## src/design/mqtt_rx_pkg.sv

```systemverilog
package mqtt_rx_pkg;

	typedef enum logic [1:0] {
		CMD_BYTE  = 2'd0,
		CMD_POP   = 2'd1,
		CMD_CLEAR = 2'd2,
		CMD_NOP   = 2'd3
	} cmd_t;

	localparam logic [3:0] KIND_CONNACK  = 4'd2;
	localparam logic [3:0] KIND_PUBLISH  = 4'd3;
	localparam logic [3:0] KIND_SUBACK   = 4'd9;
	localparam logic [3:0] KIND_PINGRESP = 4'd13;

	localparam logic [1:0] BK_NONE    = 2'd0;
	localparam logic [1:0] BK_TOPIC   = 2'd1;
	localparam logic [1:0] BK_PAYLOAD = 2'd2;
	localparam logic [1:0] BK_POP     = 2'd3;

	localparam logic [1:0] BAD_NONE      = 2'd0;
	localparam logic [1:0] BAD_MALFORMED = 2'd1;
	localparam logic [1:0] BAD_FULL      = 2'd2;

	localparam logic [2:0] ST_CONNACK  = 3'd3;
	localparam logic [2:0] ST_SUBACK   = 3'd4;
	localparam logic [2:0] ST_PINGRESP = 3'd5;
	localparam logic [2:0] ST_OTHER    = 3'd6;

	localparam logic [7:0] CONNACK_NONE = 8'hFF;
	localparam logic [15:0] POS_MAX     = 16'hFFFF;
	localparam logic [2:0] LEN_DIGITS_MAX = 3'd4;

	typedef struct packed {
		logic        push;
		logic        overflow_set;
		logic [15:0] id;
	} ring_req_t;

endpackage

```

## src/design/mqtt_rx_in_if.sv

```systemverilog
interface mqtt_rx_in_if;
	logic       valid;
	logic       ready;
	logic [1:0] cmd;
	logic [7:0] rx_byte;
	logic       first_byte;
	logic       last_byte;

	modport source (output valid, cmd, rx_byte, first_byte, last_byte, input ready);
	modport sink (input valid, cmd, rx_byte, first_byte, last_byte, output ready);
endinterface

```

## src/design/mqtt_rx_out_if.sv

```systemverilog
interface mqtt_rx_out_if #(
	parameter int CNT_W = 4
);
	logic             valid;
	logic             ready;
	logic [1:0]       byte_kind;
	logic [7:0]       data_out;
	logic             packet_end;
	logic [2:0]       packet_status;
	logic [7:0]       connack_code;
	logic [1:0]       publish_qos;
	logic             ack_valid;
	logic [15:0]      ack_packet_id;
	logic [CNT_W-1:0] ack_count;
	logic             ack_overflow;

	modport source (output valid, byte_kind, data_out, packet_end, packet_status,
		connack_code, publish_qos, ack_valid, ack_packet_id, ack_count, ack_overflow,
		input ready);
	modport sink (input valid, byte_kind, data_out, packet_end, packet_status,
		connack_code, publish_qos, ack_valid, ack_packet_id, ack_count, ack_overflow,
		output ready);
endinterface

```

## src/design/mqtt_rx_ram.sv

```systemverilog
module mqtt_rx_ram #(
	parameter int WIDTH = 16,
	parameter int DEPTH = 8,
	parameter int AW = (DEPTH > 1) ? $clog2(DEPTH) : 1
) (
	input  logic             clk,
	input  logic             we,
	input  logic [AW-1:0]    waddr,
	input  logic [WIDTH-1:0] wdata,
	input  logic [AW-1:0]    raddr,
	output logic [WIDTH-1:0] rdata
);
	logic [WIDTH-1:0] mem [DEPTH];

	always_ff @(posedge clk) begin
		if (we) begin
			mem[waddr] <= wdata;
		end
		rdata <= mem[raddr];
	end
endmodule

```

## src/design/mqtt_rx_parser.sv

```systemverilog
module mqtt_rx_parser (
	input  logic                  clk,
	input  logic                  arst_n,
	input  logic                  step,
	input  logic [7:0]            rx_byte,
	input  logic                  first_byte,
	input  logic                  last_byte,
	input  logic                  ring_full,
	output mqtt_rx_pkg::ring_req_t ring_req,
	output logic [1:0]            byte_kind,
	output logic [7:0]            data_out,
	output logic                  packet_end,
	output logic [2:0]            packet_status,
	output logic [7:0]            connack_code,
	output logic [1:0]            publish_qos
);
	import mqtt_rx_pkg::*;

	typedef enum logic [2:0] {
		PH_IDLE, PH_LEN, PH_TLEN_HI, PH_TLEN_LO, PH_TOPIC, PH_ID_HI, PH_ID_LO, PH_BODY
	} phase_t;

	phase_t      phase_q, phase_d;
	logic [3:0]  kind_q, kind_d;
	logic [1:0]  qos_q, qos_d;
	logic [2:0]  digits_q, digits_d;
	logic [15:0] pos_q, pos_d;
	logic [15:0] tsize_q, tsize_d;
	logic [7:0]  idhi_q, idhi_d;
	logic [7:0]  connack_q, connack_d;
	logic [1:0]  bad_q, bad_d;
	logic        open;
	phase_t      after_topic;

	assign after_topic = (qos_q != 2'd0) ? PH_ID_HI : PH_BODY;

	always_comb begin
		phase_d       = phase_q;
		kind_d        = kind_q;
		qos_d         = qos_q;
		digits_d      = digits_q;
		pos_d         = pos_q;
		tsize_d       = tsize_q;
		idhi_d        = idhi_q;
		connack_d     = connack_q;
		bad_d         = bad_q;
		open          = 1'b0;
		ring_req      = '0;
		byte_kind     = BK_NONE;
		packet_end    = 1'b0;
		packet_status = 3'd0;
		if (step) begin
			if (first_byte) begin
				open     = 1'b1;
				kind_d   = rx_byte[7:4];
				qos_d    = (rx_byte[7:4] == KIND_PUBLISH) ? rx_byte[2:1] : 2'd0;
				digits_d = 3'd0;
				pos_d    = 16'd0;
				tsize_d  = 16'd0;
				idhi_d   = 8'd0;
				bad_d    = BAD_NONE;
				if (rx_byte[7:4] == KIND_CONNACK) begin
					connack_d = CONNACK_NONE;
				end
				phase_d = (rx_byte[7:4] == KIND_PUBLISH) ? PH_LEN : PH_BODY;
			end else if (phase_q != PH_IDLE) begin
				open = 1'b1;
				if (pos_q != POS_MAX) begin
					pos_d = pos_q + 16'd1;
				end
				if (kind_q == KIND_CONNACK && pos_d == 16'd3) begin
					connack_d = rx_byte;
				end
				unique case (phase_q)
					PH_LEN: begin
						digits_d = digits_q + 3'd1;
						if (!rx_byte[7]) begin
							phase_d = PH_TLEN_HI;
						end else if (digits_d >= LEN_DIGITS_MAX) begin
							bad_d   = BAD_MALFORMED;
							phase_d = PH_BODY;
						end
					end
					PH_TLEN_HI: begin
						tsize_d = {rx_byte, 8'd0};
						phase_d = PH_TLEN_LO;
					end
					PH_TLEN_LO: begin
						tsize_d = {tsize_q[15:8], rx_byte};
						phase_d = (tsize_d != 16'd0) ? PH_TOPIC : after_topic;
					end
					PH_TOPIC: begin
						byte_kind = BK_TOPIC;
						tsize_d   = tsize_q - 16'd1;
						if (tsize_d == 16'd0) begin
							phase_d = after_topic;
						end
					end
					PH_ID_HI: begin
						idhi_d  = rx_byte;
						phase_d = PH_ID_LO;
					end
					PH_ID_LO: begin
						if (ring_full) begin
							ring_req.overflow_set = 1'b1;
							bad_d = BAD_FULL;
						end else begin
							ring_req.push = 1'b1;
							ring_req.id   = {idhi_q, rx_byte};
						end
						phase_d = PH_BODY;
					end
					PH_BODY, PH_IDLE: begin
						if (kind_q == KIND_PUBLISH && bad_q == BAD_NONE) begin
							byte_kind = BK_PAYLOAD;
						end
					end
				endcase
			end
			if (open && last_byte) begin
				if (kind_d == KIND_PUBLISH && bad_d == BAD_NONE && phase_d != PH_BODY) begin
					bad_d = BAD_MALFORMED;
				end
				packet_end = 1'b1;
				case (kind_d)
					KIND_PUBLISH:  packet_status = {1'b0, bad_d};
					KIND_CONNACK:  packet_status = ST_CONNACK;
					KIND_SUBACK:   packet_status = ST_SUBACK;
					KIND_PINGRESP: packet_status = ST_PINGRESP;
					default:       packet_status = ST_OTHER;
				endcase
				phase_d = PH_IDLE;
			end
		end
	end

	assign data_out     = (byte_kind == BK_TOPIC || byte_kind == BK_PAYLOAD) ? rx_byte : 8'd0;
	assign connack_code = connack_d;
	assign publish_qos  = (kind_d == KIND_PUBLISH) ? qos_d : 2'd0;

	always_ff @(posedge clk or negedge arst_n) begin
		if (!arst_n) begin
			phase_q   <= PH_IDLE;
			kind_q    <= 4'd0;
			qos_q     <= 2'd0;
			digits_q  <= 3'd0;
			pos_q     <= 16'd0;
			tsize_q   <= 16'd0;
			idhi_q    <= 8'd0;
			connack_q <= CONNACK_NONE;
			bad_q     <= BAD_NONE;
		end else begin
			phase_q   <= phase_d;
			kind_q    <= kind_d;
			qos_q     <= qos_d;
			digits_q  <= digits_d;
			pos_q     <= pos_d;
			tsize_q   <= tsize_d;
			idhi_q    <= idhi_d;
			connack_q <= connack_d;
			bad_q     <= bad_d;
		end
	end
endmodule

```

## src/design/mqtt_rx_ack_ring.sv

```systemverilog
module mqtt_rx_ack_ring #(
	parameter int ACK_DEPTH = 8,
	parameter int PTR_W = (ACK_DEPTH > 1) ? $clog2(ACK_DEPTH) : 1,
	parameter int CNT_W = $clog2(ACK_DEPTH + 1)
) (
	input  logic                  clk,
	input  logic                  arst_n,
	input  logic                  step,
	input  logic [1:0]            cmd,
	input  mqtt_rx_pkg::ring_req_t req,
	output logic                  full,
	output logic                  ack_valid,
	output logic [15:0]           ack_packet_id,
	output logic [CNT_W-1:0]      ack_count,
	output logic                  ack_overflow
);
	import mqtt_rx_pkg::*;

	localparam logic [PTR_W-1:0] PTR_LAST = PTR_W'(ACK_DEPTH - 1);
	localparam logic [CNT_W-1:0] CNT_FULL = CNT_W'(ACK_DEPTH);

	logic [PTR_W-1:0] head_q, head_d, tail_q, tail_d;
	logic [CNT_W-1:0] count_q, count_d;
	logic             ovf_q, ovf_d;
	logic             we;
	logic [15:0]      rdata, head_id;
	logic             fwd_q;
	logic [15:0]      fwd_data_q;

	assign full    = count_q >= CNT_FULL;
	assign we      = step && cmd == CMD_BYTE && req.push;
	assign head_id = fwd_q ? fwd_data_q : rdata;

	always_comb begin
		head_d        = head_q;
		tail_d        = tail_q;
		count_d       = count_q;
		ovf_d         = ovf_q;
		ack_valid     = 1'b0;
		ack_packet_id = 16'd0;
		if (step) begin
			case (cmd)
				CMD_BYTE: begin
					if (req.push) begin
						head_d  = (head_q == PTR_LAST) ? '0 : head_q + 1'b1;
						count_d = count_q + 1'b1;
					end
					if (req.overflow_set) begin
						ovf_d = 1'b1;
					end
				end
				CMD_POP: begin
					if (count_q != '0) begin
						ack_valid     = 1'b1;
						ack_packet_id = head_id;
						tail_d        = (tail_q == PTR_LAST) ? '0 : tail_q + 1'b1;
						count_d       = count_q - 1'b1;
					end
				end
				CMD_CLEAR: begin
					head_d  = '0;
					tail_d  = '0;
					count_d = '0;
					ovf_d   = 1'b0;
				end
				default: ;
			endcase
		end
	end

	assign ack_count    = count_d;
	assign ack_overflow = ovf_d;

	// read runs one step ahead at the next tail; same-edge write is forwarded
	mqtt_rx_ram #(.WIDTH(16), .DEPTH(ACK_DEPTH), .AW(PTR_W)) u_ram (
		.clk   (clk),
		.we    (we),
		.waddr (head_q),
		.wdata (req.id),
		.raddr (tail_d),
		.rdata (rdata)
	);

	always_ff @(posedge clk) begin
		fwd_data_q <= req.id;
	end

	always_ff @(posedge clk or negedge arst_n) begin
		if (!arst_n) begin
			head_q  <= '0;
			tail_q  <= '0;
			count_q <= '0;
			ovf_q   <= 1'b0;
			fwd_q   <= 1'b0;
		end else begin
			head_q  <= head_d;
			tail_q  <= tail_d;
			count_q <= count_d;
			ovf_q   <= ovf_d;
			fwd_q   <= we && head_q == tail_d;
		end
	end
endmodule

```

## src/design/mqtt_rx_packet_parser_unit.sv

```systemverilog
// Receive-side MQTT 3.1.1 packet parser. Takes one command per transfer on rx_in
// (received byte with first/last marks, pop of a pending acknowledge id, or ring
// clear) and returns exactly one result per command on rx_out. A transfer is
// registered on input, parsed from that input register and held in the output
// register, so one command is accepted every cycle when rx_out is ready; either
// side may stall without loss. Packet ids of QoS 1/2 PUBLISH packets are queued
// in an ACK_DEPTH-entry RAM ring; ack_count is $clog2(ACK_DEPTH+1) bits wide and
// the rx_out interface must be built to match.
module mqtt_rx_packet_parser_unit #(
	parameter int ACK_DEPTH = 8
) (
	input  logic                 clk,
	input  logic                 arst_n,
	mqtt_rx_in_if.sink           rx_in,
	mqtt_rx_out_if.source        rx_out
);
	import mqtt_rx_pkg::*;

	localparam int PTR_W = (ACK_DEPTH > 1) ? $clog2(ACK_DEPTH) : 1;
	localparam int CNT_W = $clog2(ACK_DEPTH + 1);

	logic             valid_s1;
	logic [1:0]       cmd_s1;
	logic [7:0]       byte_s1;
	logic             first_s1, last_s1;
	logic             advance, step, in_xfer;
	ring_req_t        ring_req;
	logic             ring_full;

	logic [1:0]       byte_kind, byte_kind_p;
	logic [7:0]       data_out;
	logic             packet_end;
	logic [2:0]       packet_status;
	logic [7:0]       connack_code;
	logic [1:0]       publish_qos;
	logic             ack_valid;
	logic [15:0]      ack_packet_id;
	logic [CNT_W-1:0] ack_count;
	logic             ack_overflow;

	logic             valid_s2;
	logic [1:0]       byte_kind_s2;
	logic [7:0]       data_out_s2;
	logic             packet_end_s2;
	logic [2:0]       packet_status_s2;
	logic [7:0]       connack_code_s2;
	logic [1:0]       publish_qos_s2;
	logic             ack_valid_s2;
	logic [15:0]      ack_packet_id_s2;
	logic [CNT_W-1:0] ack_count_s2;
	logic             ack_overflow_s2;

	assign advance     = !valid_s2 || rx_out.ready;
	assign step        = valid_s1 && advance;
	assign rx_in.ready = !valid_s1 || advance;
	assign in_xfer     = rx_in.valid && rx_in.ready;

	mqtt_rx_parser u_parser (
		.clk           (clk),
		.arst_n        (arst_n),
		.step          (step && cmd_s1 == CMD_BYTE),
		.rx_byte       (byte_s1),
		.first_byte    (first_s1),
		.last_byte     (last_s1),
		.ring_full     (ring_full),
		.ring_req      (ring_req),
		.byte_kind     (byte_kind_p),
		.data_out      (data_out),
		.packet_end    (packet_end),
		.packet_status (packet_status),
		.connack_code  (connack_code),
		.publish_qos   (publish_qos)
	);

	mqtt_rx_ack_ring #(.ACK_DEPTH(ACK_DEPTH), .PTR_W(PTR_W), .CNT_W(CNT_W)) u_ring (
		.clk           (clk),
		.arst_n        (arst_n),
		.step          (step),
		.cmd           (cmd_s1),
		.req           (ring_req),
		.full          (ring_full),
		.ack_valid     (ack_valid),
		.ack_packet_id (ack_packet_id),
		.ack_count     (ack_count),
		.ack_overflow  (ack_overflow)
	);

	assign byte_kind = (cmd_s1 == CMD_POP) ? BK_POP : byte_kind_p;

	always_ff @(posedge clk or negedge arst_n) begin
		if (!arst_n) begin
			valid_s1 <= 1'b0;
			valid_s2 <= 1'b0;
		end else begin
			if (in_xfer) begin
				valid_s1 <= 1'b1;
			end else if (step) begin
				valid_s1 <= 1'b0;
			end
			if (advance) begin
				valid_s2 <= valid_s1;
			end
		end
	end

	always_ff @(posedge clk) begin
		if (in_xfer) begin
			cmd_s1   <= rx_in.cmd;
			byte_s1  <= rx_in.rx_byte;
			first_s1 <= rx_in.first_byte;
			last_s1  <= rx_in.last_byte;
		end
		if (step) begin
			byte_kind_s2     <= byte_kind;
			data_out_s2      <= data_out;
			packet_end_s2    <= packet_end;
			packet_status_s2 <= packet_status;
			connack_code_s2  <= connack_code;
			publish_qos_s2   <= publish_qos;
			ack_valid_s2     <= ack_valid;
			ack_packet_id_s2 <= ack_packet_id;
			ack_count_s2     <= ack_count;
			ack_overflow_s2  <= ack_overflow;
		end
	end

	assign rx_out.valid         = valid_s2;
	assign rx_out.byte_kind     = byte_kind_s2;
	assign rx_out.data_out      = data_out_s2;
	assign rx_out.packet_end    = packet_end_s2;
	assign rx_out.packet_status = packet_status_s2;
	assign rx_out.connack_code  = connack_code_s2;
	assign rx_out.publish_qos   = publish_qos_s2;
	assign rx_out.ack_valid     = ack_valid_s2;
	assign rx_out.ack_packet_id = ack_packet_id_s2;
	assign rx_out.ack_count     = ack_count_s2;
	assign rx_out.ack_overflow  = ack_overflow_s2;

	a_pop_kind: assert property (@(posedge clk) disable iff (!arst_n)
		valid_s2 && ack_valid_s2 |-> byte_kind_s2 == BK_POP)
		else $error("ack id reported outside a pop result");

	a_count_bound: assert property (@(posedge clk) disable iff (!arst_n)
		valid_s2 |-> ack_count_s2 <= CNT_W'(ACK_DEPTH))
		else $error("ack ring count above depth");

	a_hold_s1: assert property (@(posedge clk) disable iff (!arst_n)
		valid_s1 && !advance |=> valid_s1 && $stable(cmd_s1) && $stable(byte_s1))
		else $error("input stage lost a stalled transfer");

	a_end_idle_pop: assert property (@(posedge clk) disable iff (!arst_n)
		valid_s2 && packet_end_s2 |-> byte_kind_s2 != BK_POP && !ack_valid_s2)
		else $error("packet end on a non-byte command");
endmodule
```

## src/flat_wrapper.sv

```systemverilog
// flat-port wrapper written by rule: the top's interface ports become plain ports
module mqtt_rx_packet_parser_unit_flat import mqtt_rx_pkg::*;
#(
	parameter int ACK_DEPTH = 8
)
  (clk, arst_n, rx_in_valid, rx_in_cmd, rx_in_rx_byte, rx_in_first_byte, rx_in_last_byte, rx_in_ready, rx_out_valid, rx_out_byte_kind, rx_out_data_out, rx_out_packet_end, rx_out_packet_status, rx_out_connack_code, rx_out_publish_qos, rx_out_ack_valid, rx_out_ack_packet_id, rx_out_ack_count, rx_out_ack_overflow, rx_out_ready);
  mqtt_rx_in_if rx_in_i ();
  mqtt_rx_out_if rx_out_i ();
  input  logic clk;
  input  logic arst_n;
  input wire logic [$bits(rx_in_i.valid)-1:0] rx_in_valid;
  input wire logic [$bits(rx_in_i.cmd)-1:0] rx_in_cmd;
  input wire logic [$bits(rx_in_i.rx_byte)-1:0] rx_in_rx_byte;
  input wire logic [$bits(rx_in_i.first_byte)-1:0] rx_in_first_byte;
  input wire logic [$bits(rx_in_i.last_byte)-1:0] rx_in_last_byte;
  output wire logic [$bits(rx_in_i.ready)-1:0] rx_in_ready;
  output wire logic [$bits(rx_out_i.valid)-1:0] rx_out_valid;
  output wire logic [$bits(rx_out_i.byte_kind)-1:0] rx_out_byte_kind;
  output wire logic [$bits(rx_out_i.data_out)-1:0] rx_out_data_out;
  output wire logic [$bits(rx_out_i.packet_end)-1:0] rx_out_packet_end;
  output wire logic [$bits(rx_out_i.packet_status)-1:0] rx_out_packet_status;
  output wire logic [$bits(rx_out_i.connack_code)-1:0] rx_out_connack_code;
  output wire logic [$bits(rx_out_i.publish_qos)-1:0] rx_out_publish_qos;
  output wire logic [$bits(rx_out_i.ack_valid)-1:0] rx_out_ack_valid;
  output wire logic [$bits(rx_out_i.ack_packet_id)-1:0] rx_out_ack_packet_id;
  output wire logic [$bits(rx_out_i.ack_count)-1:0] rx_out_ack_count;
  output wire logic [$bits(rx_out_i.ack_overflow)-1:0] rx_out_ack_overflow;
  input wire logic [$bits(rx_out_i.ready)-1:0] rx_out_ready;
  assign rx_in_i.valid = rx_in_valid;
  assign rx_in_i.cmd = rx_in_cmd;
  assign rx_in_i.rx_byte = rx_in_rx_byte;
  assign rx_in_i.first_byte = rx_in_first_byte;
  assign rx_in_i.last_byte = rx_in_last_byte;
  assign rx_in_ready = rx_in_i.ready;
  assign rx_out_valid = rx_out_i.valid;
  assign rx_out_byte_kind = rx_out_i.byte_kind;
  assign rx_out_data_out = rx_out_i.data_out;
  assign rx_out_packet_end = rx_out_i.packet_end;
  assign rx_out_packet_status = rx_out_i.packet_status;
  assign rx_out_connack_code = rx_out_i.connack_code;
  assign rx_out_publish_qos = rx_out_i.publish_qos;
  assign rx_out_ack_valid = rx_out_i.ack_valid;
  assign rx_out_ack_packet_id = rx_out_i.ack_packet_id;
  assign rx_out_ack_count = rx_out_i.ack_count;
  assign rx_out_ack_overflow = rx_out_i.ack_overflow;
  assign rx_out_i.ready = rx_out_ready;
  mqtt_rx_packet_parser_unit #(.ACK_DEPTH(ACK_DEPTH)) u_core (.clk(clk), .arst_n(arst_n), .rx_in(rx_in_i), .rx_out(rx_out_i));
endmodule
```

## config.mk

```make
export PLATFORM = sky130hd
export DESIGN_NAME = mqtt_rx_packet_parser_unit_flat
export DESIGN_NICKNAME = d
export VERILOG_FILES = /design/src/design/mqtt_rx_pkg.sv /design/src/design/mqtt_rx_in_if.sv /design/src/design/mqtt_rx_out_if.sv /design/src/design/mqtt_rx_ram.sv /design/src/design/mqtt_rx_parser.sv /design/src/design/mqtt_rx_ack_ring.sv /design/src/design/mqtt_rx_packet_parser_unit.sv /design/src/flat_wrapper.sv
export SDC_FILE = /design/constraint.sdc
export NUM_CORES = 1
export LEC_CHECK = 0
export BUFFER_PORTS_ARGS = -buffer_cell sky130_fd_sc_hd__buf_2
export CAP_MARGIN = 20
export CORE_MARGIN = 4
export CORE_UTILIZATION = 30
export CTS_CLUSTER_DIAMETER = 30
export CTS_CLUSTER_SIZE = 20
export DETAILED_ROUTE_END_ITERATION = 10
export SKIP_CTS_REPAIR_TIMING = 1
export SYNTH_ARGS = -nofsm -noshare
export SYNTH_HDL_FRONTEND = slang
export SYNTH_SLANG_ARGS = --single-unit
```

## constraint.sdc

```tcl
create_clock -name clk -period 4.9 [get_ports clk]
set_clock_uncertainty 0.05 [all_clocks]
set_input_delay 0.245 -clock clk [delete_from_list [all_inputs] [get_ports clk]]
set_output_delay 0.245 -clock clk [all_outputs]
set_load 0.05 [all_outputs]
```

=== Yosys cells after proc, flatten, opt, wreduce, memory -nomap -nowiden ===
Memory sizes are Yosys's and may differ from the RTL's. A register that Yosys moved wholly into a read port is not among the register bits.
Cells that the tools add are included.

* Divide/modulo/power cells: 0
* Bitwise logic cells: 0
* Mux-type cells: 83
* Shift-type cells: 0
* Eq/ne operators: 28
* Order comparisons: 2
* $add $sub $neg: 7
* $mul: 0
* Reductions and logical operators: 40

{| class="wikitable"
|+ Operators by type and width
! cell !! number
|-
| $mux 16 || 10
|-
| $mux 18 || 4
|-
| $mux 8 || 8
|-
| $mux 3 || 16
|-
| $pmux 16 s3 || 1
|-
| $mux 2 || 17
|-
| $eq 4x2->1 const B || 7
|-
| $mux 4 || 6
|-
| $eq 3x3->1 const B || 6
|-
| $pmux 3 s6 || 1
|-
| $add 16x1->16 const B || 1
|-
| $eq 16x2->1 const B || 1
|-
| $logic_not 16->1 || 1
|-
| $ne 16x16->1 const B || 1
|-
| $reduce_bool 16->1 || 1
|-
| $sub 16x1->16 const B || 1
|-
| $mux 1 || 13
|-
| $pmux 3 s2 || 2
|-
| $pmux 3 s4 || 1
|-
| $pmux 4 s3 || 1
|-
| $reduce_and 3->1 || 4
|-
| $reduce_bool 2->1 || 6
|-
| $logic_and 1x1->1 || 10
|-
| $add 3x1->3 const B || 3
|-
| 24 further kinds || 38
|}

* Bits in read-only memories: 0
* Memories kept: 1
* Memory bits (writable): 128
* Register bits after elaboration: 150
* Logic and storage cells: 193
* Bits in latches: 0
* Output and inout port bits: 48

{| class="wikitable"
|+ Memory list
! name !! words !! bits a word !! rd ports !! clocked after Yosys merged registers in !! wr ports !! RTL line !! source
|-
| u_core.u_ring.u_ram.mem || 8 || 16 || 1 || 1 || 1 || mqtt_rx_ram.sv:13 || <nowiki>logic [WIDTH-1:0] mem [DEPTH];</nowiki>
|}

=== Longest topological paths before layout ===
Gate-level depths: netlist of run 1.

* Depth after elaboration: 13
* Depth in mapped cells: 11
* Mapped depth without buffers: 9

=== Cells and area by module ===
A second synthesis of run 1 with hierarchy kept.

* Cells, all modules: 964
* Area total of the unflattened synthesis: 12944.9 um^2

{| class="wikitable"
|+ Modules (own cells, without submodules)
! module !! sequential area each (um^2) !! area each (um^2) !! cells an instance !! times used
|-
| mqtt_rx_ram || 4164.0 || 5293.8 || 214 || 1
|-
| mqtt_rx_parser || 1561.5 || 4254.1 || 518 || 1
|-
| mqtt_rx_packet_parser_unit || 1791.7 || 1874.3 || 71 || 1
|-
| mqtt_rx_ack_ring || 620.6 || 1522.7 || 161 || 1
|}

=== Worst setup path after synthesis of run 1 ===
Ideal clock, no wire load.

* Path type: reg-to-reg
* From: register u_core.valid_s2, in the netlist u_core.rx_out.valid
* To: memory u_core.u_ring.u_ram.mem[0][0], enable pin
* Arrival: 3.336 ns
* Slack: 1.083 ns
* Data required time: 4.420 ns
* Cell stages (with the launch flop): 8
* Period minus slack after synthesis: 3.817 ns
* Library setup time: 0.430 ns
* Path through: dfrtp_1 nand2b_2 and3_1 clkbuf_1 nand2_1 or3_1 clkbuf_1 nor4_1

* Longest elaborated chain between the ends: 8

{| class="wikitable"
|+ RTL lines
! item !! RTL line !! source
|-
| start: declaration || mqtt_rx_packet_parser_unit.sv:41 || <nowiki>logic valid_s2;</nowiki>
|-
| start signal: assignment || mqtt_rx_packet_parser_unit.sv:101 || <nowiki>valid_s2 <= valid_s1;</nowiki>
|-
| $logic_not 1->1 * || mqtt_rx_packet_parser_unit.sv:53 || <nowiki>assign advance = !valid_s2 || rx_out.ready;</nowiki>
|-
| $logic_or 1x1->1 * || mqtt_rx_packet_parser_unit.sv:53 ||
|-
| $logic_and 1x1->1 * || mqtt_rx_packet_parser_unit.sv:54 || <nowiki>assign step = valid_s1 && advance;</nowiki>
|-
| $logic_and 1x1->1 * || mqtt_rx_ack_ring.sv:31, mqtt_rx_packet_parser_unit.sv:61 ||
|-
| $mux 18 || mqtt_rx_parser.sv:52 || <nowiki>if (step) begin</nowiki>
|-
| $logic_and 1x1->1 * || mqtt_rx_ack_ring.sv:31 || <nowiki>assign we = step && cmd == CMD_BYTE && req.push;</nowiki>
|-
| $mux 1 * || mqtt_rx_ram.sv:16 || <nowiki>if (we) begin</nowiki>
|-
| $mux 1 (implied by the code) * || mqtt_rx_ram.sv:17 || <nowiki>mem[waddr] <= wdata;</nowiki>
|-
| end: declaration || mqtt_rx_ram.sv:13 ||
|}

Every way passes the cells marked *; elsewhere a longest branch is shown, timed or not.

=== Worst setup path in the final report of run 1 ===
* From: register u_core.cmd_s1[0]
* To: register u_core.connack_code_s2[6], in the netlist u_core.rx_out.connack_code[6] (data pin)

* Longest elaborated chain between the ends: 3

{| class="wikitable"
|+ RTL lines
! item !! RTL line !! source
|-
| start: declaration || mqtt_rx_packet_parser_unit.sv:23 || <nowiki>logic [1:0] cmd_s1;</nowiki>
|-
| start signal: assignment || mqtt_rx_packet_parser_unit.sv:108 || <nowiki>cmd_s1 <= rx_in.cmd;</nowiki>
|-
| $logic_not 2->1 || mqtt_rx_packet_parser_unit.sv:61 || <nowiki>.step (step && cmd_s1 == CMD_BYTE),</nowiki>
|-
| $logic_and 1x1->1 || mqtt_rx_packet_parser_unit.sv:61 ||
|-
| $mux 8 || mqtt_rx_parser.sv:52 ||
|-
| net u_core.connack_code[6] || mqtt_rx_packet_parser_unit.sv:34 || <nowiki>logic [7:0] connack_code;</nowiki>
|-
| end signal: assignment || mqtt_rx_packet_parser_unit.sv:118 || <nowiki>connack_code_s2 <= connack_code;</nowiki>
|-
| end: declaration || mqtt_rx_packet_parser_unit.sv:46 || <nowiki>logic [7:0] connack_code_s2;</nowiki>
|}

The timed path passes the listed nets, and every way through them passes these cells.
A chain may end at the register's enable or synchronous reset.

==> results.txt, run 1 <==
First-pass GRT wire length - 48.9 mm
Root Driver - clkbuf_16
TritonRoute pass-1 iters - 5
Yosys cell types - 76
Area leader, netlist - edfxtp_1
Total Routed Length - 30.8 mm
Cell Area, Synth - 12,800 um^2
# IOs - 64
Setup Crit Path Kind - flop to flop
Synth warn - 0
Async SR Flop Fraction - 25.9%
Number of global-route vias before repair - 8,451
Crit share post-route - 69.6%
Antenna viol nets, final - 0
Status - complete, but fails checks
Seq cells post-synth - 294
Area contributors post-synth - edfxtp_1 (44%), dfrtp_1 (13%), mux2i_1 (9.0%), dfxtp_1 (5.0%), mux2_2 (2.6%)
Net Count, Synth - 1,018
Remaining DRCs - 0
# clock sinks - 294
RSZ-0062 raised after global routing - no
Register area share after synthesis - 63.8%
Hold Worst Slack - -0.0254 ns
Setup ws final - 1.49 ns
Worst slew margin - 30.2%
Placed Instances - 1,566
Least-Margin Pin Slew - 1.05 ns
Via count - 8,427
Yosys top cell area share - 43.8%
CP max-delay cell - nor4_4
Largest vdd supply drop - 0.000288 V
Rows - 75
Slew Viols, Final - 0
CTS clk-pin slew, worst paths - 0.06 ns
Achievable clock frequency - 293 MHz
Latest clock arrival within the worst-skew pair - 0.56 ns
Area Overhead vs Synth - 25.4%
Fin. Hold Viols - 1
Finished Core Util - 38.1%
Routed length per placed instance - 18.3 um
CP max FO - 18
Diodes inserted - 0
Number of flops mapped to enable cells by yosys - 186
Die outline area - 45,900 um^2
PD cells - 542 nW/um^2
Clk buf depth - 3
Final Setup Violations - 0
Iter 0 DRT Violations - 704
WP data arrival - 3.67 ns
Vias/cell - 4.99
Cell Chain, Critical Path - inv_1 > ha_1 > nand3_2 > nor3_1 > buf_4 > nand4_1 > a2111o_1 > nor4_4 > mux2_2
PortBufs - 63
Tot GR Track Use - 13.2%
P_leak - 6.38 nW
Fraction of layout cells with a size suffix above 1 - 21.8%
Starting density of the core - 30.4%
Die X - 214 um
Initial antenna violation count - 1
DIE HEIGHT - 214 um
Nets - 1,131
Post-Synthesis Cells - 988
H-tree depth - 2
Max-cap violations - 0
Placer Congestion - 0.871
Gr ovfl total - 0
Fin cells - 1,689
Peak per-stage delay on the critical path - 0.54 ns
Failing checks - hold timing
Crit. End Element - flop
CP Launch Type - flop
Largest net degree at the start of global routing - 57
CP Data Required Time - 5.16 ns
CTS tree - built
Setup TNS - 0 ns
Tmin final - 3.41 ns
Main synth FF type - edfxtp_1
Post-Place Worst Slack - 1.45 ns
Worst hold path type - primary input to flop
Placed wire-length estimate - 19.2 mm
Syn_area_per_cell - 12.9 um^2
Core Box Area - 42,000 um^2
TritonCTS Buffers - 58
==> per-stage QoR <==
stage / instance area, um^2 / hold WS (ns) / power, mW
after floorplan: 12800 / -0.101 / 4.23
after global placement: 13800 / 0.110 / 4.63
after detailed placement: 13800 / 0.109 / 4.66
after CTS: 15900 / -0.492 / 8.74
after global routing: 16000 / 0.00155 / 9.08
final: 16000 / -0.0254 / 8.67
==> cells by family after synthesis <==
logic type | share of synthesized area (%)
mux | 11.6
buf+inv | 2.19
compound gates | 8.33
simple gates | 11.8
flops | 63.8
fa+ha+maj | 1.37
xor+xnor | 0.961
==> layout make-up <==
type,instances,area (um^2)
fill,3954,26000
sequential,294,8140
multi-input combinational,625,4380
clock buffer,66,1540
tap,539,674
timing repair buffer,100,668
clock inverter,43,509
inverter,22,82.6
==> critical path: cells and delay by family (launching register included) <==
kind | cells | cell delay, ns
compound gates | 1 | 0.40
buf+inv | 2 | 0.33
flops | 1 | 0.42
fa+ha+maj | 1 | 0.28
simple gates | 4 | 1.26
mux | 1 | 0.42
==> synth_stat cells, drive strengths merged (3+ instances only) <==
master	number
clkbuf	30
dfxtp	32
or4	4
buf	17
nor3	30
or2	4
and3	6
xor2	7
dfstp	8
a21oi	35
o21ai	55
nand3b	5
a22oi	7
and2	26
or3	8
a22o	17
dfrtp	68
ha	14
edfxtp	186
nor4	12
nand2b	16
inv	21
mux2i	115
nor2	66
a31oi	9
a31o	3
mux2	29
nand3	17
nor3b	5
o31ai	9
xnor2	7
o221ai	3
nor2b	7
nand2	63
nand4	10
==> sequential cells by signal, indices dropped and copies added (netlist names), 3 cells and up <==
signal,cells
u_core.byte_s1,8
u_core.rx_out.ack_count,4
u_core.rx_out.ack_packet_id,16
u_core.rx_out.connack_code,8
u_core.rx_out.data_out,8
u_core.rx_out.packet_status,3
u_core.u_parser.connack_q,8
u_core.u_parser.digits_q,3
u_core.u_parser.idhi_q,8
u_core.u_parser.kind_q,4
u_core.u_parser.phase_q,3
u_core.u_parser.pos_q,16
u_core.u_parser.tsize_q,16
u_core.u_ring.count_q,4
u_core.u_ring.fwd_data_q,16
u_core.u_ring.head_q,3
u_core.u_ring.tail_q,3
u_core.u_ring.u_ram.mem,128
u_core.u_ring.u_ram.rdata,16
==> cells in the final DEF, fill, tap and decap left out, types with 6 or more instances in the layout <==
cell type,n
xor2_1,7
nor3_1,26
nor4_1,9
nand3_1,16
nor2b_1,7
bufinv_16,7
dfstp_2,8
edfxtp_1,186
a22oi_1,6
clkinv_4,6
nand2b_1,15
o31ai_1,9
inv_1,19
clkinvlp_4,10
and2_1,26
clkbuf_16,58
xnor2_1,7
o21ai_0,53
nand2_1,62
mux2_2,29
buf_2,62
dlygate4sd3_1,14
a22o_1,17
mux2i_1,115
clkbuf_8,6
nand4_1,9
a31oi_1,9
buf_4,21
or3_1,8
dfxtp_1,32
ha_1,14
dfrtp_1,68
a21oi_1,34
and3_1,6
nor2_1,65
==> metal layers <==
layer | share of wire, % | GRT usage (%) | vias to the layer above
li1 | - | - | 3959
met1 | 44 | 17.8 | 4136
met2 | 47 | 21.0 | 259
met3 | 6.3 | 3.09 | 73
met4 | 2.8 | 4.54 | 0
met5 | 0 | 0 | -
==> path summary, 6_finish.rpt <==
kind,depth (start not counted),slack [ns],startpoint,endpoint
min reg2reg,1,0.45,u_core.u_parser.idhi_q[3]$_DFFE_PN0P_,u_core.u_parser.idhi_q[3]$_DFFE_PN0P_
max,9,1.49,u_core.cmd_s1[0]$_DFFE_PP_,u_core.rx_out.connack_code[6]$_DFFE_PP_
min in group asynchronous,2,0.06,arst_n,u_core.rx_out.valid$_DFFE_PN0P_
max in group asynchronous,3,3.66,arst_n,u_core.u_parser.tsize_q[12]$_DFFE_PN0P_
min,3,-0.03,rx_out_ready,u_core.valid_s1$_DFFE_PN0P_
max reg2reg,9,1.49,u_core.cmd_s1[0]$_DFFE_PP_,u_core.rx_out.connack_code[6]$_DFFE_PP_
==> report_power, final <==
| part | internal, mW | total (mW) | switching (mW) | leakage [nW] |
|---|---|---|---|---|
| clock network | 2.66 | 4.04 | 1.38 | 0.977 |
| logic | 0.562 | 1.50 | 0.941 | 2.62 |
| registers | 2.87 | 3.13 | 0.258 | 2.78 |
| total | 6.09 | 8.67 | 2.58 | 6.38 |
(Power assumes the default switching activity.)
==> run 2, diff against run 1 <==
==> constraint.sdc (replaced) <==
create_clock -name clk -period 3.5 [get_ports clk]
set_clock_uncertainty 0.05 [all_clocks]
set_input_delay 0.175 -clock clk [delete_from_list [all_inputs] [get_ports clk]]
set_output_delay 0.175 -clock clk [all_outputs]
set_load 0.05 [all_outputs]
==> run 2 against run 1 <==
Net effect:
- the flow now finishes without violations
- routed wire length decreased by 2.5%
- design area increased by 0.65%
- worst setup slack got worse by 1.2 ns
- final cell count increased by 0.36%
- worst hold slack improved by 0.12 ns
- combinational power increased by 41%
- count of clock-buffer cells in the layout decreased by 1
- flip-flop and latch count unchanged
- die area unchanged
- non-clock buffer count increased by 10
==> results.txt, run 2 (synthesized netlist as in run 1, its figures left out) <==
CTS clk-pin slew, worst paths - 0.04 ns (-0.02 ns)
Placer Congestion - 0.853 (-2.1%)
Peak per-stage delay on the critical path - 0.72 ns (+0.18 ns)
Via count - 8,362 (-0.77%)
Tmin final - 3.24 ns (-0.172 ns)
Starting density of the core - 30.4% (unchanged)
Fraction of layout cells with a size suffix above 1 - 21.8% (-0.027 points)
PortBufs - 63 (unchanged)
H-tree depth - 2 (unchanged)
Max reg flops - 128 (unchanged)
Initial antenna violation count - 1 (unchanged)
RSZ-0062 raised after global routing - no
Worst hold path type - primary input to async pin
Final non-filler cell area - 16,100 um^2 (+0.65%)
Largest net degree at the start of global routing - 77 (+35%)
DIE HEIGHT - 214 um (unchanged)
Max-cap violations - 0 (unchanged)
Largest vdd supply drop - 0.000357 V (+24%)
Crit path max-delay family - simple AND/OR/NAND/NOR gates
Fin. Hold Viols - 0 (-1)
Gr ovfl total - 0 (unchanged)
WP data arrival - 3.48 ns (-0.19 ns)
Slew Viols, Final - 0 (unchanged)
PD cells - 759 nW/um^2 (+40%)
Diodes inserted - 0 (unchanged)
Nets - 1,139 (+0.71%)
Latest clock arrival within the worst-skew pair - 0.57 ns (about the same)
# IOs - 64 (unchanged)
R2r startpoint - u_core.u_parser.pos_q[3]$_DFFE_PN0P_
CP max FO - 8 (-10)
Rows - 75 (unchanged)
Filler cell count - 3,975 (+0.53%)
Antenna viol nets, final - 0 (unchanged)
Setup ws final - 0.261 ns (-1.23 ns)
Crit share post-route - 92.5% (+23 points)
Setup Crit Path Kind - flop to flop
# clock sinks - 294 (unchanged)
Area Overhead vs Synth - 26.2%
Commonest non-fill, non-tap cells in the layout - edfxtp_1 (186), mux2i_1 (115), dfrtp_1 (68), nor2_1 (65), buf_2 (63)
Status - finished, final reports clean
TritonCTS Buffers - 56 (-3.4%)
Post-Place Worst Slack - 0.304 ns (-1.14 ns)
CP Data Required Time - 3.74 ns (-1.42 ns)
Most flop-heavy register - u_core.u_ring.u_ram.mem
CP max-delay cell - or4_2
Crit. End Element - flop
Iter 0 DRT Violations - 549 (-22%)
CTS tree - built
Total Routed Length - 30.0 mm (-2.5%)
Remaining DRCs - 0 (unchanged)
Achievable clock frequency - 309 MHz (+5.3%)
Commonest non-fill, non-tap cell in the layout - edfxtp_1
Overall Power - 12.2 mW (+41%)
Number of global-route vias before repair - 8,294 (-1.9%)
P_leak - 6.43 nW (+0.76%)
Root Driver - clkbuf_16
DP Area - 13,800 um^2 (+0.28%)
Vias/cell - 4.93 (-1.1%)
Routed length per placed instance - 17.7 um (-2.9%)
Least-Margin Pin Slew - 0.962 ns (-0.0849 ns)
Worst slew margin - 35.3% (+5.2 points)
Placed wire-length estimate - 18.7 mm (-2.4%)
Die outline area - 45,900 um^2 (unchanged)
Buf/Inv on CP - 1 (-1)
Core Box Area - 42,000 um^2 (unchanged)
TritonRoute pass-1 iters - 5 (unchanged)
Clk buf depth - 3 (unchanged)
Cell Chain, Critical Path - nand4_2 > or4_2 > xor2_1 > nand4_1 > a2111o_1 > nor4_4 > buf_4 > mux2_2
Die X - 214 um (unchanged)
Crit path launch - u_core.u_parser.pos_q[3]$_DFFE_PN0P_
First-pass GRT wire length - 46.6 mm (-4.5%)
CP Launch Type - flop
Tot GR Track Use - 12.6% (-0.62 points)
Setup TNS - 0 ns (unchanged)
Final Setup Violations - 0 (unchanged)
run 2: cell types whose count changed in the layout (fill, tap and decap cells not counted), moves of 2 or more:
cell	change
buf_4	+6
bufinv_16	+5
clkbuf_1	+2
clkbuf_16	-2
dlygate4sd3_1	+3
inv_6	-3
inv_8	-5
run 2: cell type report:
| type | instances | area [um^2] | share of cell area [%] |
|---|---|---|---|
| Clock buffer | 65 | 1490 | 9.22 |
| Multi-Input combinational cell | 625 | 4390 | 27.3 |
| Inverter | 22 | 82.6 | 0.513 |
| Timing Repair Buffer | 110 | 756 | 4.69 |
| Clock inverter | 40 | 573 | 3.56 |
| Sequential cell | 294 | 8140 | 50.5 |
| Tap cell | 539 | 674 | 4.19 |
run 2: path summary, 6_finish.rpt:
path / cells after the start / to / slack [ns]
max reg2reg: 8 / u_core.rx_out.connack_code[2]$_DFFE_PP_ / 0.26
min: 2 / u_core.u_parser.connack_q[2]$_DFF_PN1_ / 0.09
min in group clk: 2 / u_core.byte_s1[4]$_DFFE_PP_ / 0.28
max: 8 / u_core.rx_out.connack_code[2]$_DFFE_PP_ / 0.26
min reg2reg: 1 / u_core.u_parser.idhi_q[2]$_DFFE_PN0P_ / 0.45
max in group asynchronous: 3 / u_core.u_parser.pos_q[7]$_DFFE_PN0P_ / 2.65
run 2: power by group:
group | switching [mW] | internal [mW]
sequential | 0.360 | 4.02
clock | 1.80 | 3.93
combinational | 1.31 | 0.809
run 2: layer usage:
metal	global-route usage, %	wire length, um	vias up
li1	-	-	3957
met1	17.3	13800	4130
met2	20.3	14200	228
met3	2.65	1500	47
met4	3.57	517	0
met5	0	0	-
run 2: worst reg2reg max path, delay by kind of cell, from the launching register on:
kind                   cells  cell delay, ns
flip-flops                 1            0.47
AND/OR/NAND/NOR            4            1.28
AO/OA/AOI/OAI              1            0.42
buffers and inverters      1            0.22
multiplexers               1            0.37
XOR/XNOR                   1            0.17
run 2: stage by stage:
| step | utilization (%) | cells | hold WS [ns] |
|---|---|---|---|
| after floorplan | - | 988 | -0.171 |
| after global placement | 32.9 | 1571 | 0.304 |
| after detailed placement | 32.9 | 1572 | 0.306 |
| after CTS | 37.8 | 1677 | -0.295 |
| after global routing | 38.3 | 1695 | 0.0897 |
| final | 38.3 | 1695 | 0.0940 |
==> run 3, diff against run 2 <==
--- a/config.mk
+++ b/config.mk
@@ -6,12 +6,13 @@
 export NUM_CORES = 1
 export LEC_CHECK = 0
 export BUFFER_PORTS_ARGS = -buffer_cell sky130_fd_sc_hd__buf_2
-export CAP_MARGIN = 20
+export CAP_MARGIN = 30
 export CORE_MARGIN = 4
-export CORE_UTILIZATION = 30
+export CORE_UTILIZATION = 25
 export CTS_CLUSTER_DIAMETER = 30
 export CTS_CLUSTER_SIZE = 20
 export DETAILED_ROUTE_END_ITERATION = 10
+export PLACE_DENSITY = 0.51
 export SKIP_CTS_REPAIR_TIMING = 1
 export SYNTH_ARGS = -nofsm -noshare
 export SYNTH_HDL_FRONTEND = slang
==> run 3 against run 2 <==
Net effect:
- die area rose by 19%
- total power rose by 2.2%
- largest cell class unchanged
- highest routed layer unchanged
- maximum frequency rose by 2.2%
- sequential power barely moved
- register-to-register slack improved by 0.07 ns
- largest power group unchanged
- first-iteration DRC count rose by 24%
- flip-flop and latch count did not move
- critical path depth did not move
==> results.txt, run 3 (synthesized netlist as in run 1, its figures left out) <==
Max reg flops - 128 (unchanged)
Clk buf depth - 3 (unchanged)
Largest vdd supply drop - 0.000386 V (+7.9%)
H-tree depth - 2 (unchanged)
TritonRoute pass-1 iters - 7 (+2)
Tmin final - 3.17 ns (-0.0687 ns)
Root Driver - clkbuf_16
CP max-delay cell - or4_2
Gr ovfl total - 0 (unchanged)
CTS tree - built
Routed length per placed instance - 17.6 um (-0.56%)
RSZ-0062 raised after global routing - no
Overall Power - 12.5 mW (+2.2%)
Remaining DRCs - 0 (unchanged)
Setup ws final - 0.330 ns (+0.0687 ns)
Vias/cell - 4.57 (-7.3%)
Least-Margin Pin Slew - 0.893 ns (-0.0693 ns)
Diodes inserted - 0 (unchanged)
Status - finished, final reports clean
TritonCTS Buffers - 60 (+7.1%)
Initial antenna violation count - 0 (-1)
Placed wire-length estimate - 19.8 mm (+5.9%)
Worst slew margin - 40.0% (+4.7 points)
Final Setup Violations - 0 (unchanged)
Post-Place Worst Slack - 0.378 ns (+0.0735 ns)
Fin. Hold Viols - 0 (unchanged)
Setup Crit Path Kind - flop to flop
Finished Core Util - 32.6% (-5.7 points)
Area Overhead vs Synth - 28.4%
PortBufs - 63 (unchanged)
# IOs - 64 (unchanged)
Crit share post-route - 90.6% (-2.0 points)
CTS clk-pin slew, worst paths - 0.05 ns (about the same)
Latest clock arrival within the worst-skew pair - 0.59 ns (+0.02 ns)
# clock sinks - 294 (unchanged)
Iter 0 DRT Violations - 679 (+24%)
Tot GR Track Use - 11.6% (-0.97 points)
Achievable clock frequency - 315 MHz (+2.2%)
Placer Congestion - 0.822 (-3.6%)
CP Data Required Time - 3.77 ns (+0.03 ns)
Setup TNS - 0 ns (unchanged)
Core Box Area - 50,300 um^2 (+20%)
Starting density of the core - 25.4% (-5.0 points)
Most flop-heavy register - u_core.u_ring.u_ram.mem
Nets - 1,143 (+0.35%)
Crit. End Element - flop
Filler cell count - 4,978 (+25%)
Fraction of layout cells with a size suffix above 1 - 22.4% (+0.62 points)
Max-cap violations - 0 (unchanged)
Die outline area - 54,700 um^2 (+19%)
Cell Chain, Critical Path - nand4_2 > or4_2 > xor2_1 > nand4_1 > a2111o_1 > nor4_4 > buf_4 > mux2_2
WP data arrival - 3.44 ns (-0.04 ns)
Commonest non-fill, non-tap cells in the layout - edfxtp_1 (186), mux2i_1 (115), dfrtp_1 (68), nor2_1 (65)
Commonest non-fill, non-tap cell in the layout - edfxtp_1
Final non-filler cell area - 16,400 um^2 (+1.8%)
CP Launch Type - flop
Slew Viols, Final - 0 (unchanged)
Largest net degree at the start of global routing - 66 (-14%)
First-pass GRT wire length - 49.4 mm (+5.9%)
Rows - 82 (+9.3%)
Peak per-stage delay on the critical path - 0.71 ns (about the same)
Via count - 8,394 (+0.38%)
CP max FO - 8 (unchanged)
DP Area - 14,000 um^2 (+1.5%)
Number of global-route vias before repair - 8,208 (-1.0%)
Die X - 234 um (+9.2%)
Worst hold path type - primary input to async pin
Total Routed Length - 32.4 mm (+7.7%)
Antenna viol nets, final - 0 (unchanged)
PD cells - 762 nW/um^2 (+0.42%)
P_leak - 6.49 nW (+0.99%)
DIE HEIGHT - 234 um (+9.2%)
run 3: cell types whose count changed in the layout (fill, tap and decap cells not counted), moves of 2 or more:
cell	delta
clkinv_2	+4
clkinv_1	-2
clkbuf_16	+4
clkinv_16	+2
clkbuf_1	+3
buf_4	+2
run 3: worst max-delay path: cells and delay by family, from the launching register on:
kind | cells | cell delay [ns]
AO/OA/AOI/OAI | 1 | 0.42
XOR/XNOR | 1 | 0.16
buffers and inverters | 1 | 0.21
flip-flops | 1 | 0.46
multiplexers | 1 | 0.36
AND/OR/NAND/NOR | 4 | 1.25
run 3: layer usage:
layer | vias to the layer above | part of all wire, % | global-route usage (%)
met5 | - | 0 | 0
met4 | 0 | 2.8 | 4.29
met3 | 64 | 4.2 | 2.30
met2 | 216 | 46 | 17.9
met1 | 4139 | 47 | 16.2
li1 | 3975 | - | -
run 3: final timing paths:
check                                                           start                                      end  slack, ns  cells past startpoint
min in group clk                                     rx_in_rx_byte[4]              u_core.byte_s1[4]$_DFFE_PP_       0.25                      2
worst max register to register   u_core.u_parser.pos_q[3]$_DFFE_PN0P_  u_core.rx_out.connack_code[6]$_DFFE_PP_       0.33                      8
max in group asynchronous                                      arst_n      u_core.u_ring.head_q[1]$_DFFE_PN0P_       2.42                      3
worst max-delay path             u_core.u_parser.pos_q[3]$_DFFE_PN0P_  u_core.rx_out.connack_code[6]$_DFFE_PP_       0.33                      8
worst min register to register  u_core.u_parser.idhi_q[2]$_DFFE_PN0P_    u_core.u_parser.idhi_q[2]$_DFFE_PN0P_       0.44                      1
worst min-delay path                                           arst_n          u_core.rx_out.valid$_DFFE_PN0P_       0.21                      2
run 3: cell type report:
class	instances	area [um^2]	area share, %
Inverter	22	82.6	0.504
Sequential cell	294	8140	49.7
Clock buffer	73	1610	9.83
Timing Repair Buffer	110	748	4.57
Tap cell	672	841	5.13
Multi-Input combinational cell	625	4400	26.8
Clock inverter	40	572	3.49
run 3: stage by stage:
stage                     cells  hold WS, ns
after global routing       1836        0.238
after global placement     1706        0.303
final                      1836        0.211
after floorplan             988       -0.171
after detailed placement   1707        0.303
after CTS                  1820       -0.323
run 3: report_power, final:
| part | total (mW) | switching (mW) | internal, mW |
|---|---|---|---|
| Clock | 5.99 | 1.90 | 4.09 |
| Sequential | 4.39 | 0.368 | 4.02 |
| Combinational | 2.12 | 1.32 | 0.804 |
